## src/sv/echo_pulse_ranging_macros.svh

```systemverilog
// Assertion macros for the echo ranging block.
`ifndef ECHO_PULSE_RANGING_MACROS_SVH
`define ECHO_PULSE_RANGING_MACROS_SVH

// Implication checked on every clock edge outside reset.
`define EPR_ASSERT_IMP(label, clk, rst_n, lhs, rhs, msg) \
    label: assert property (@(posedge clk) disable iff (!rst_n) (lhs) |-> (rhs)) \
        else $error(msg);

// Implication whose consequent is checked in the cycle after the antecedent.
`define EPR_ASSERT_NEXT(label, clk, rst_n, lhs, rhs, msg) \
    label: assert property (@(posedge clk) disable iff (!rst_n) (lhs) |=> (rhs)) \
        else $error(msg);

`endif

```

## src/sv/epr_pkg.sv

```systemverilog
// Shared types and codes for the echo ranging block.
package epr_pkg;

    // Request codes of the input item
    localparam logic [1:0] REQ_START = 2'd0;
    localparam logic [1:0] REQ_EDGE  = 2'd1;
    localparam logic [1:0] REQ_TICK  = 2'd2;

    // Configuration register indexes
    localparam logic [1:0] CFG_VELOCITY = 2'd0;
    localparam logic [1:0] CFG_MAX_DIST = 2'd1;
    localparam logic [1:0] CFG_TIMEOUT  = 2'd2;

    // Stamp store write strobes
    typedef struct packed {
        logic rise_we;
        logic fall_we;
    } t_wr;

    // Measurement finished on the accepted item
    typedef struct packed {
        logic       valid;
        logic       timed;
        logic [1:0] ch;
    } t_fin;

endpackage

```

## src/sv/epr_stamp_mem.sv

```systemverilog
// Per-channel rise and fall stamp store, registered read.
module epr_stamp_mem #(
    parameter int NUM_CHANNELS = 4,
    parameter int COUNTER_BITS = 16,
    parameter int AW           = 2
) (
    input  logic                    i_clk,
    input  logic                    i_rst_n,
    input  logic                    i_rd_en,
    input  logic [AW-1:0]           i_addr,
    input  epr_pkg::t_wr            i_wr,
    input  logic [COUNTER_BITS-1:0] i_data,
    output logic [COUNTER_BITS-1:0] o_rise,
    output logic [COUNTER_BITS-1:0] o_fall
);
    import epr_pkg::*;

    logic [COUNTER_BITS-1:0] r_rise_mem [NUM_CHANNELS];
    logic [COUNTER_BITS-1:0] r_fall_mem [NUM_CHANNELS];
    logic [NUM_CHANNELS-1:0] r_rise_vld;
    logic [NUM_CHANNELS-1:0] r_fall_vld;
    logic [COUNTER_BITS-1:0] r_rise_q;
    logic [COUNTER_BITS-1:0] r_fall_q;

    // never-written entries read as zero
    always_ff @(posedge i_clk) begin
        if (!i_rst_n) begin
            r_rise_vld <= '0;
            r_fall_vld <= '0;
        end else begin
            if (i_wr.rise_we) begin
                r_rise_vld[i_addr] <= 1'b1;
            end
            if (i_wr.fall_we) begin
                r_fall_vld[i_addr] <= 1'b1;
            end
        end
    end

    always_ff @(posedge i_clk) begin
        if (i_wr.rise_we) begin
            r_rise_mem[i_addr] <= i_data;
        end
        if (i_wr.fall_we) begin
            r_fall_mem[i_addr] <= i_data;
        end
        if (i_rd_en) begin
            r_rise_q <= r_rise_vld[i_addr] ? r_rise_mem[i_addr] : '0;
            r_fall_q <= r_fall_vld[i_addr] ? r_fall_mem[i_addr] : '0;
        end
    end

    assign o_rise = r_rise_q;
    assign o_fall = r_fall_q;

endmodule

```

## src/sv/epr_ctrl.sv

```systemverilog
// Measurement control: busy, active channel, edge phase and timeout count.
module epr_ctrl #(
    parameter int NUM_CHANNELS = 4,
    parameter int AW           = 2
) (
    input  logic          i_clk,
    input  logic          i_rst_n,
    input  logic          i_accept,
    input  logic [1:0]    i_req_type,
    input  logic [1:0]    i_channel,
    input  logic [7:0]    i_timeout,
    output logic [AW-1:0] o_addr,
    output epr_pkg::t_wr  o_wr,
    output epr_pkg::t_fin o_fin
);
    import epr_pkg::*;

    logic       r_busy;
    logic [1:0] r_act;
    logic       r_phase;
    logic [7:0] r_wait;
    logic       n_busy;
    logic [1:0] n_act;
    logic       n_phase;
    logic [7:0] n_wait;
    logic [7:0] w_wait_inc;
    logic       w_ch_ok;
    logic       w_edge_hit;

    assign w_wait_inc = r_wait + 8'd1;
    assign w_ch_ok    = 32'(i_channel) < NUM_CHANNELS;
    assign w_edge_hit = r_busy && (i_channel == r_act) && w_ch_ok;

    // edges address their own channel, ticks the active one
    assign o_addr = (i_req_type == REQ_EDGE) ? AW'(i_channel) : AW'(r_act);

    always_comb begin
        n_busy  = r_busy;
        n_act   = r_act;
        n_phase = r_phase;
        n_wait  = r_wait;
        o_wr    = '0;
        o_fin   = '0;
        o_fin.ch = r_act;
        if (i_accept) begin
            case (i_req_type)
                REQ_START: begin
                    if (!r_busy && w_ch_ok) begin
                        n_busy  = 1'b1;
                        n_act   = i_channel;
                        n_phase = 1'b0;
                        n_wait  = '0;
                    end
                end
                REQ_EDGE: begin
                    if (w_edge_hit) begin
                        if (!r_phase) begin
                            o_wr.rise_we = 1'b1;
                            n_phase      = 1'b1;
                        end else begin
                            o_wr.fall_we = 1'b1;
                            o_fin.valid  = 1'b1;
                            n_busy       = 1'b0;
                            n_phase      = 1'b0;
                            n_wait       = '0;
                        end
                    end
                end
                REQ_TICK: begin
                    if (r_busy) begin
                        if (w_wait_inc >= i_timeout) begin
                            o_fin.valid = 1'b1;
                            o_fin.timed = 1'b1;
                            n_busy      = 1'b0;
                            n_phase     = 1'b0;
                            n_wait      = '0;
                        end else begin
                            n_wait = w_wait_inc;
                        end
                    end
                end
                default: begin
                end
            endcase
        end
    end

    always_ff @(posedge i_clk) begin
        if (!i_rst_n) begin
            r_busy  <= 1'b0;
            r_act   <= '0;
            r_phase <= 1'b0;
            r_wait  <= '0;
        end else begin
            r_busy  <= n_busy;
            r_act   <= n_act;
            r_phase <= n_phase;
            r_wait  <= n_wait;
        end
    end

endmodule

```

## src/sv/epr_scale.sv

```systemverilog
// Result pipeline: echo width, velocity multiply, clamp and output register.
module epr_scale #(
    parameter int COUNTER_BITS = 16
) (
    input  logic                    i_clk,
    input  logic                    i_rst_n,
    input  epr_pkg::t_fin           i_fin,
    input  logic [COUNTER_BITS-1:0] i_stamp,
    input  logic [COUNTER_BITS-1:0] i_rise,
    input  logic [COUNTER_BITS-1:0] i_fall,
    input  logic [15:0]             i_velocity,
    input  logic [15:0]             i_max_dist,
    output logic                    o_in_ready,
    output logic                    o_out_valid,
    input  logic                    i_out_ready,
    output logic [1:0]              o_out_channel,
    output logic [15:0]             o_distance,
    output logic                    o_timed_out
);
    import epr_pkg::*;

    localparam int PW = COUNTER_BITS + 16;
    localparam int DW = PW - 17;
    localparam int CW = (DW > 16) ? DW : 16;

    // stage 1: finished item, stamps arrive from the store
    logic                    r_s1_vld;
    logic [1:0]              r_s1_ch;
    logic                    r_s1_timed;
    logic [COUNTER_BITS-1:0] r_s1_stamp;
    // stage 2: width
    logic                    r_s2_vld;
    logic [1:0]              r_s2_ch;
    logic                    r_s2_timed;
    logic [COUNTER_BITS-1:0] r_s2_width;
    // stage 3: product
    logic                    r_s3_vld;
    logic [1:0]              r_s3_ch;
    logic                    r_s3_timed;
    logic [PW-1:0]           r_s3_prod;
    // output
    logic                    r_o_vld;
    logic [1:0]              r_o_ch;
    logic                    r_o_timed;
    logic [15:0]             r_o_dist;

    logic                    w_m1;
    logic                    w_m2;
    logic                    w_m3;
    logic [COUNTER_BITS-1:0] w_fall;
    logic [COUNTER_BITS-1:0] w_width;
    logic [CW-1:0]           w_dist;
    logic [CW-1:0]           w_max;

    assign w_m3 = !r_o_vld || i_out_ready;
    assign w_m2 = !r_s3_vld || w_m3;
    assign w_m1 = !r_s2_vld || w_m2;
    assign o_in_ready = !r_s1_vld || w_m1;

    // fall edge ends: fall stamp is the item's own stamp
    assign w_fall  = r_s1_timed ? i_fall : r_s1_stamp;
    // wrap case: CMAX - rise + fall == ~rise + fall, never overflows
    assign w_width = (w_fall > i_rise) ? (w_fall - i_rise) : (~i_rise + w_fall);

    assign w_dist = CW'(r_s3_prod[PW-1:17]);
    assign w_max  = CW'(i_max_dist);

    always_ff @(posedge i_clk) begin
        if (!i_rst_n) begin
            r_s1_vld <= 1'b0;
            r_s2_vld <= 1'b0;
            r_s3_vld <= 1'b0;
            r_o_vld  <= 1'b0;
        end else begin
            if (o_in_ready) begin
                r_s1_vld <= i_fin.valid;
            end
            if (w_m1) begin
                r_s2_vld <= r_s1_vld;
            end
            if (w_m2) begin
                r_s3_vld <= r_s2_vld;
            end
            if (w_m3) begin
                r_o_vld <= r_s3_vld;
            end
        end
    end

    always_ff @(posedge i_clk) begin
        if (o_in_ready && i_fin.valid) begin
            r_s1_ch    <= i_fin.ch;
            r_s1_timed <= i_fin.timed;
            r_s1_stamp <= i_stamp;
        end
        if (w_m1 && r_s1_vld) begin
            r_s2_ch    <= r_s1_ch;
            r_s2_timed <= r_s1_timed;
            r_s2_width <= w_width;
        end
        if (w_m2 && r_s2_vld) begin
            r_s3_ch    <= r_s2_ch;
            r_s3_timed <= r_s2_timed;
            r_s3_prod  <= PW'(r_s2_width) * PW'(i_velocity);
        end
        if (w_m3 && r_s3_vld) begin
            r_o_ch    <= r_s3_ch;
            r_o_timed <= r_s3_timed;
            r_o_dist  <= (w_dist > w_max) ? i_max_dist : 16'(w_dist);
        end
    end

    assign o_out_valid   = r_o_vld;
    assign o_out_channel = r_o_ch;
    assign o_distance    = r_o_dist;
    assign o_timed_out   = r_o_timed;

endmodule

```

## src/sv/echo_pulse_ranging.sv

```systemverilog
// Top level of the multi-channel echo pulse-width ranging block.
//
//  channel  | handshake                  | payload
//  ---------+----------------------------+---------------------------------------
//  in       | i_in_valid / o_in_ready    | i_req_type, i_channel, i_stamp
//  out      | o_out_valid / i_out_ready  | o_out_channel, o_distance, o_timed_out
//  cfg      | i_cfg_we (no wait)         | i_cfg_index, i_cfg_data
//
//  One item per cycle while o_in_ready is high. A finishing item's result goes
//  through the stamp store read on the accepting edge, then width, multiply, clamp.
//  Control state updates on the accepting edge, so the next item sees it at once.
//  Reset is synchronous; stamps read as zero until written (per-entry valid
//  bits), no clearing pass. o_in_ready drops only when all four result
//  stages are full and the output item is stalled.
module echo_pulse_ranging #(
    parameter int NUM_CHANNELS = 4,
    parameter int COUNTER_BITS = 16
) (
    input  logic        i_clk,
    input  logic        i_rst_n,
    // input items
    input  logic        i_in_valid,
    output logic        o_in_ready,
    input  logic [1:0]  i_req_type,
    input  logic [1:0]  i_channel,
    input  logic [15:0] i_stamp,
    // result items
    output logic        o_out_valid,
    input  logic        i_out_ready,
    output logic [1:0]  o_out_channel,
    output logic [15:0] o_distance,
    output logic        o_timed_out,
    // configuration writes
    input  logic        i_cfg_we,
    input  logic [1:0]  i_cfg_index,
    input  logic [15:0] i_cfg_data
);
    import epr_pkg::*;

    `include "echo_pulse_ranging_macros.svh"

    localparam int AW = (NUM_CHANNELS > 1) ? $clog2(NUM_CHANNELS) : 1;

    // configuration registers
    logic [15:0] r_velocity;
    logic [15:0] r_max_dist;
    logic [7:0]  r_timeout;

    logic                    w_accept;
    logic [AW-1:0]           w_addr;
    t_wr                     w_wr;
    t_fin                    w_fin;
    logic [COUNTER_BITS-1:0] w_stamp;
    logic [COUNTER_BITS-1:0] w_rise;
    logic [COUNTER_BITS-1:0] w_fall;

    assign w_accept = i_in_valid && o_in_ready;
    // stamp kept to the counter width (zero-extended when the counter is wider)
    assign w_stamp  = COUNTER_BITS'(i_stamp);

    always_ff @(posedge i_clk) begin
        if (!i_rst_n) begin
            r_velocity <= 16'd2248;
            r_max_dist <= 16'd400;
            r_timeout  <= 8'd50;
        end else if (i_cfg_we) begin
            case (i_cfg_index)
                CFG_VELOCITY: r_velocity <= i_cfg_data;
                CFG_MAX_DIST: r_max_dist <= i_cfg_data;
                CFG_TIMEOUT:  r_timeout  <= i_cfg_data[7:0];
                default: begin
                end
            endcase
        end
    end

    epr_ctrl #(
        .NUM_CHANNELS(NUM_CHANNELS),
        .AW          (AW)
    ) u_ctrl (
        .i_clk     (i_clk),
        .i_rst_n   (i_rst_n),
        .i_accept  (w_accept),
        .i_req_type(i_req_type),
        .i_channel (i_channel),
        .i_timeout (r_timeout),
        .o_addr    (w_addr),
        .o_wr      (w_wr),
        .o_fin     (w_fin)
    );

    // stamps written and read on the accepting edge; a fall-edge finish
    // uses its own stamp, so the same-edge write needs no bypass
    epr_stamp_mem #(
        .NUM_CHANNELS(NUM_CHANNELS),
        .COUNTER_BITS(COUNTER_BITS),
        .AW          (AW)
    ) u_mem (
        .i_clk  (i_clk),
        .i_rst_n(i_rst_n),
        .i_rd_en(w_accept),
        .i_addr (w_addr),
        .i_wr   (w_wr),
        .i_data (w_stamp),
        .o_rise (w_rise),
        .o_fall (w_fall)
    );

    epr_scale #(
        .COUNTER_BITS(COUNTER_BITS)
    ) u_scale (
        .i_clk        (i_clk),
        .i_rst_n      (i_rst_n),
        .i_fin        (w_fin),
        .i_stamp      (w_stamp),
        .i_rise       (w_rise),
        .i_fall       (w_fall),
        .i_velocity   (r_velocity),
        .i_max_dist   (r_max_dist),
        .o_in_ready   (o_in_ready),
        .o_out_valid  (o_out_valid),
        .i_out_ready  (i_out_ready),
        .o_out_channel(o_out_channel),
        .o_distance   (o_distance),
        .o_timed_out  (o_timed_out)
    );

    `EPR_ASSERT_IMP(a_fin_on_accept, i_clk, i_rst_n, w_fin.valid, w_accept,
        "measurement finished without an accepted item")
    `EPR_ASSERT_IMP(a_wr_on_accept, i_clk, i_rst_n, w_wr.rise_we || w_wr.fall_we, w_accept,
        "stamp store written without an accepted item")
    `EPR_ASSERT_IMP(a_stall_cause, i_clk, i_rst_n, !o_in_ready,
        o_out_valid && !i_out_ready, "input stalled while output is free")
    `EPR_ASSERT_NEXT(a_idle_after_fin, i_clk, i_rst_n, w_fin.valid,
        !u_ctrl.r_busy, "still busy after a finished measurement")

endmodule
```

## config.mk

```make
export PLATFORM = sky130hd
export DESIGN_NAME = echo_pulse_ranging
export DESIGN_NICKNAME = d
export VERILOG_FILES = /design/src/sv/epr_pkg.sv /design/src/sv/epr_stamp_mem.sv /design/src/sv/epr_ctrl.sv /design/src/sv/epr_scale.sv /design/src/sv/echo_pulse_ranging.sv
export VERILOG_INCLUDE_DIRS = /design/src /design/src/sv
export SDC_FILE = /design/constraint.sdc
export NUM_CORES = 1
export LEC_CHECK = 0
export BUFFER_PORTS_ARGS = -buffer_cell sky130_fd_sc_hd__buf_2
export CAP_MARGIN = 20
export CORE_AREA = 2 2 201 203
export CTS_CLUSTER_DIAMETER = 40
export DETAILED_ROUTE_END_ITERATION = 10
export DIE_AREA = 0 0 203 205
export GPL_TIMING_DRIVEN = 0
export PLACE_DENSITY = 0.86
export SETUP_SLACK_MARGIN = 0.2
export SYNTH_ARGS = -nofsm -noshare
export SYNTH_HDL_FRONTEND = slang
export SYNTH_HIERARCHICAL = 1
export SYNTH_SLANG_ARGS = --single-unit
```

## constraint.sdc

```tcl
create_clock -name i_clk -period 5.5 [get_ports i_clk]
set_input_delay 0.825 -clock i_clk [delete_from_list [all_inputs] [get_ports i_clk]]
set_output_delay 0.825 -clock i_clk [all_outputs]
set_load 0.02 [all_outputs]
```

==> reports/results.tsv <==
stage	metric	value	unit
run_status	status	complete, but fails checks	
run_status	failing checks	setup timing	
timing	setup_tns	-5.34	ns
cells_and_area	commonest non-fill, non-tap cells in the layout	264 x inv_1, 235 x edfxtp_1, 210 x nand2_1	
placement	IO Port Bufs	63	
placement	worst slack, placed	-0.948	ns
logic_synthesis	number of synthesized flops with an enable pin	235	
floorplan	Starting Density	54.3	%
floorplan	I/O Pins	64	
cts	Clock Tree Buf Depth	3	
critical_path	worst-path cell chain	buf_8, nand2_4, fa_2, fa_1, inv_2, fa_1, fa_2, fa_1, inv_1, fa_1, inv_2, ha_4, nand4_1, nor2_1, o221ai_2, o22ai_2, nor2_2, o21ai_2, a41oi_2, xnor2_2	
route	Vias/cell	5.85	
run	Max-Cap Viols	0	
timing	fmax	166	MHz
critical_path	Setup CP Type	flop to flop	
power_and_ir_drop	worst vdd ir	0.383	mV
cells_and_area	layout cells sized above 1	21.9	%
cts	CTS tree	built	
timing	unrepaired setup endpoints after global routing	true	
route	total iterations of the first detailed-routing run	5	
critical_path	Startpoint Class	flop	
cts	hold buffer count at CTS	0	
cts	Worst-path clk slew	0.06	ns
cells_and_area	commonest non-fill, non-tap cell in the layout	inv_1	
critical_path	cell mode on critical path	fa_1	
critical_path	slowest cell on the critical path	fa_1	
cells_and_area	final-stage net count	2386	
logic_synthesis	post-synth top area share	33.0	%
logic_synthesis	post-synth net total	2212	
floorplan	chip width	203	um
timing	Worst Skew	0.0192	ns
route	via count	14934	
timing	Final Hold Fails	0	
hold_path	Hold Path Class	flop to flop	
route	initial detailed-routing violation count	1240	
timing	post-route minimum period	6.01	ns
logic_synthesis	asr flop ratio synth	0	%
logic_synthesis	distinct cell type count after synthesis	77	
critical_path	WP data required	5.80	ns
cts	CTS Root Cell	clkbuf_16	
cells_and_area	post-synthesis to final-layout area growth	16.0	%
logic_synthesis	most common flop cell mapped by yosys	edfxtp_1	
logic_synthesis	yosys warns	6	
placement	Final GP Congestion	0.959	
route	total wire length	54.3	mm
timing	worst setup slack after layout	-0.512	ns
floorplan	core area	39400	um^2
grt	first-pass GRT wire length	84.0	mm
floorplan	Die Ht	205	um
critical_path	crit path DAT	6.32	ns
timing	Final period util	109	%
critical_path	CP peak stage delay	0.58	ns
route	ANT nets after route	0	
grt	total grt overflow	0	
timing	Slew Limit Fails	0	
cts	H-tree level count	1	
floorplan	row count	73	
logic_synthesis	Yosys top cell by area	edfxtp_1	
cts	clock sink count	299	
logic_synthesis	Synth Area per Inst	11.7	um^2
grt	GRT Overall Usage	26.1	%
power_and_ir_drop	Tot Pwr	6.93	mW
logic_synthesis	mapped cell area	21400	um^2
route	WL/cell	21.3	um
logic_synthesis	flops & latches, synth	299	
logic_synthesis	synth top area cells	edfxtp_1 33%, fa_1 18%, ha_1 8.5%	
placement	Post-DP HPWL	37.3	mm
logic_synthesis	post-synthesis sequential area ratio	39.0	%
cells_and_area	design area	24800	um^2
timing	endpoints failing setup	14	
timing	Worst-Margin Slew	1.05	ns
power_and_ir_drop	leakage	10.7	nW
cts	clk_lat worst skew	0.57	ns
cts	total CTS buffers	30	
logic_synthesis	Post-Syn Instances	1828	
critical_path	endpoint type of the worst setup path	flop	
grt	initial antenna violation count	4	
power_and_ir_drop	pwr dens	280	nW/um^2
critical_path	crit path max fanout	6	
timing	Hold Slack	0.424	ns
timing	Slew HR	29.4	%
route	DRC	0	
grt	largest net degree at the start of global routing	38	
placement	placed inst area	22800	um^2
floorplan	die area	41600	um^2
grt	vias in the first global route	15654	
==> through the flow <==
stage | cells | util [%]
2_1_floorplan | 1828 | -
3_3_place_gp | 2416 | 57.6
3_5_place_dp | 2422 | 57.8
4_1_cts | 2530 | 62.1
5_1_grt | 2550 | 63.0
6_report | 2551 | 63.0
==> worst paths after layout <==
check,start,endpoint,slack (ns),depth (start not counted)
worst max-delay path,u_scale/r_s2_width[8],u_scale/r_s3_prod[28],-0.51,20
worst min-delay path,u_scale/r_s2_ch[1],u_scale/r_s3_ch[1],0.42,0
worst max register to register,u_scale/r_s2_width[8],u_scale/r_s3_prod[28],-0.51,20
worst min register to register,u_scale/r_s2_ch[1],u_scale/r_s3_ch[1],0.42,0
==> cell families (layout without fill, tap and decap cells) <==
logic type,count (synthesis),count (layout),share of synthesized area [%]
other,1,2,0.0175
buffers and inverters,350,547,6.80
and+or+nand+nor,513,513,12.5
DFF,299,299,39.0
muxes,106,106,7.27
xor gates and xnor gates,38,38,1.56
adders and majority gates,341,341,26.8
AOI/OAI and AO/OA,180,180,6.04
==> flip-flops by register name (all words and copies together) (netlist names), 2 cells and up <==
signal / cells
u_scale/r_s1_ch: 2
u_scale/r_s3_prod: 15
u_mem/r_fall_vld: 4
r_velocity: 16
u_ctrl/r_act: 2
u_scale/o_distance: 16
u_mem/o_rise: 16
u_mem/r_rise_mem: 64
r_max_dist: 16
u_scale/r_s2_width: 16
u_mem/r_rise_vld: 4
u_scale/r_s1_stamp: 16
u_mem/o_fall: 16
u_ctrl/r_wait: 8
r_timeout: 8
u_mem/r_fall_mem: 64
u_scale/o_out_channel: 2
u_scale/r_s3_ch: 2
u_scale/r_s2_ch: 2
==> Yosys cell counts, drive strengths merged (3+ instances only) <==
master   instances
inv            275
nor3b            4
a31oi           13
a221oi           3
nand2          220
o211ai           7
xnor2           24
and2           152
o21a            15
o31ai            3
nand3b           4
clkbuf          44
fa             195
ha             146
nand4           22
nor2b           24
a211oi           5
o22ai            5
mux2i           40
nand2b           5
a31o             3
and3            13
nand4bb          4
o21ai           24
nand4b           7
dfxtp           64
mux4            34
and4             5
o21bai           4
nand3           14
and3b            6
mux2            32
xor2            14
nor3             4
edfxtp         235
buf             31
nor2            25
a21o            34
a21oi           48
==> power by group <==
group	leakage (nW)	switching (mW)	internal (mW)	total, mW
registers	2.69	0.0242	2.49	2.52
clock network	0.467	0.896	1.08	1.97
logic	7.50	1.33	1.11	2.45
total	10.7	2.25	4.68	6.93
==> cell type report <==
class / count / area, um^2
Fill cell: 2734 / 14600
Clock buffer: 34 / 766
Clock inverter: 21 / 190
Sequential cell: 299 / 8380
Antenna cell: 1 / 2.50
Tap cell: 525 / 657
Buffer: 75 / 732
Multi-Input combinational cell: 1179 / 12100
Timing Repair Buffer: 142 / 980
Inverter: 275 / 1030
==> what timing repair did <==
item / CTS / global route
hold endpoints to repair: 0 / 0
pin swaps: 42 / 73
endpoints found under the setup margin: 15 / 15
resized for setup: 93 / 64
setup buffers: 53 / 20
==> per-layer routing <==
layer | routed length, um | track usage [%]
met1 | 20000 | 31.8
met2 | 26900 | 44.9
met3 | 4180 | 3.56
met4 | 3160 | 14.7
met5 | 46 | 0
==> critical path, delay by kind of cell, from the launching register on <==
family          cells  cell delay, ns
fa+ha+maj           7            3.36
compound gates      4            0.81
flops               1            0.53
simple gates        4            0.49
buf+inv             4            0.37
xor+xnor            1            0.19
Power figures use the tool's default switching activity.
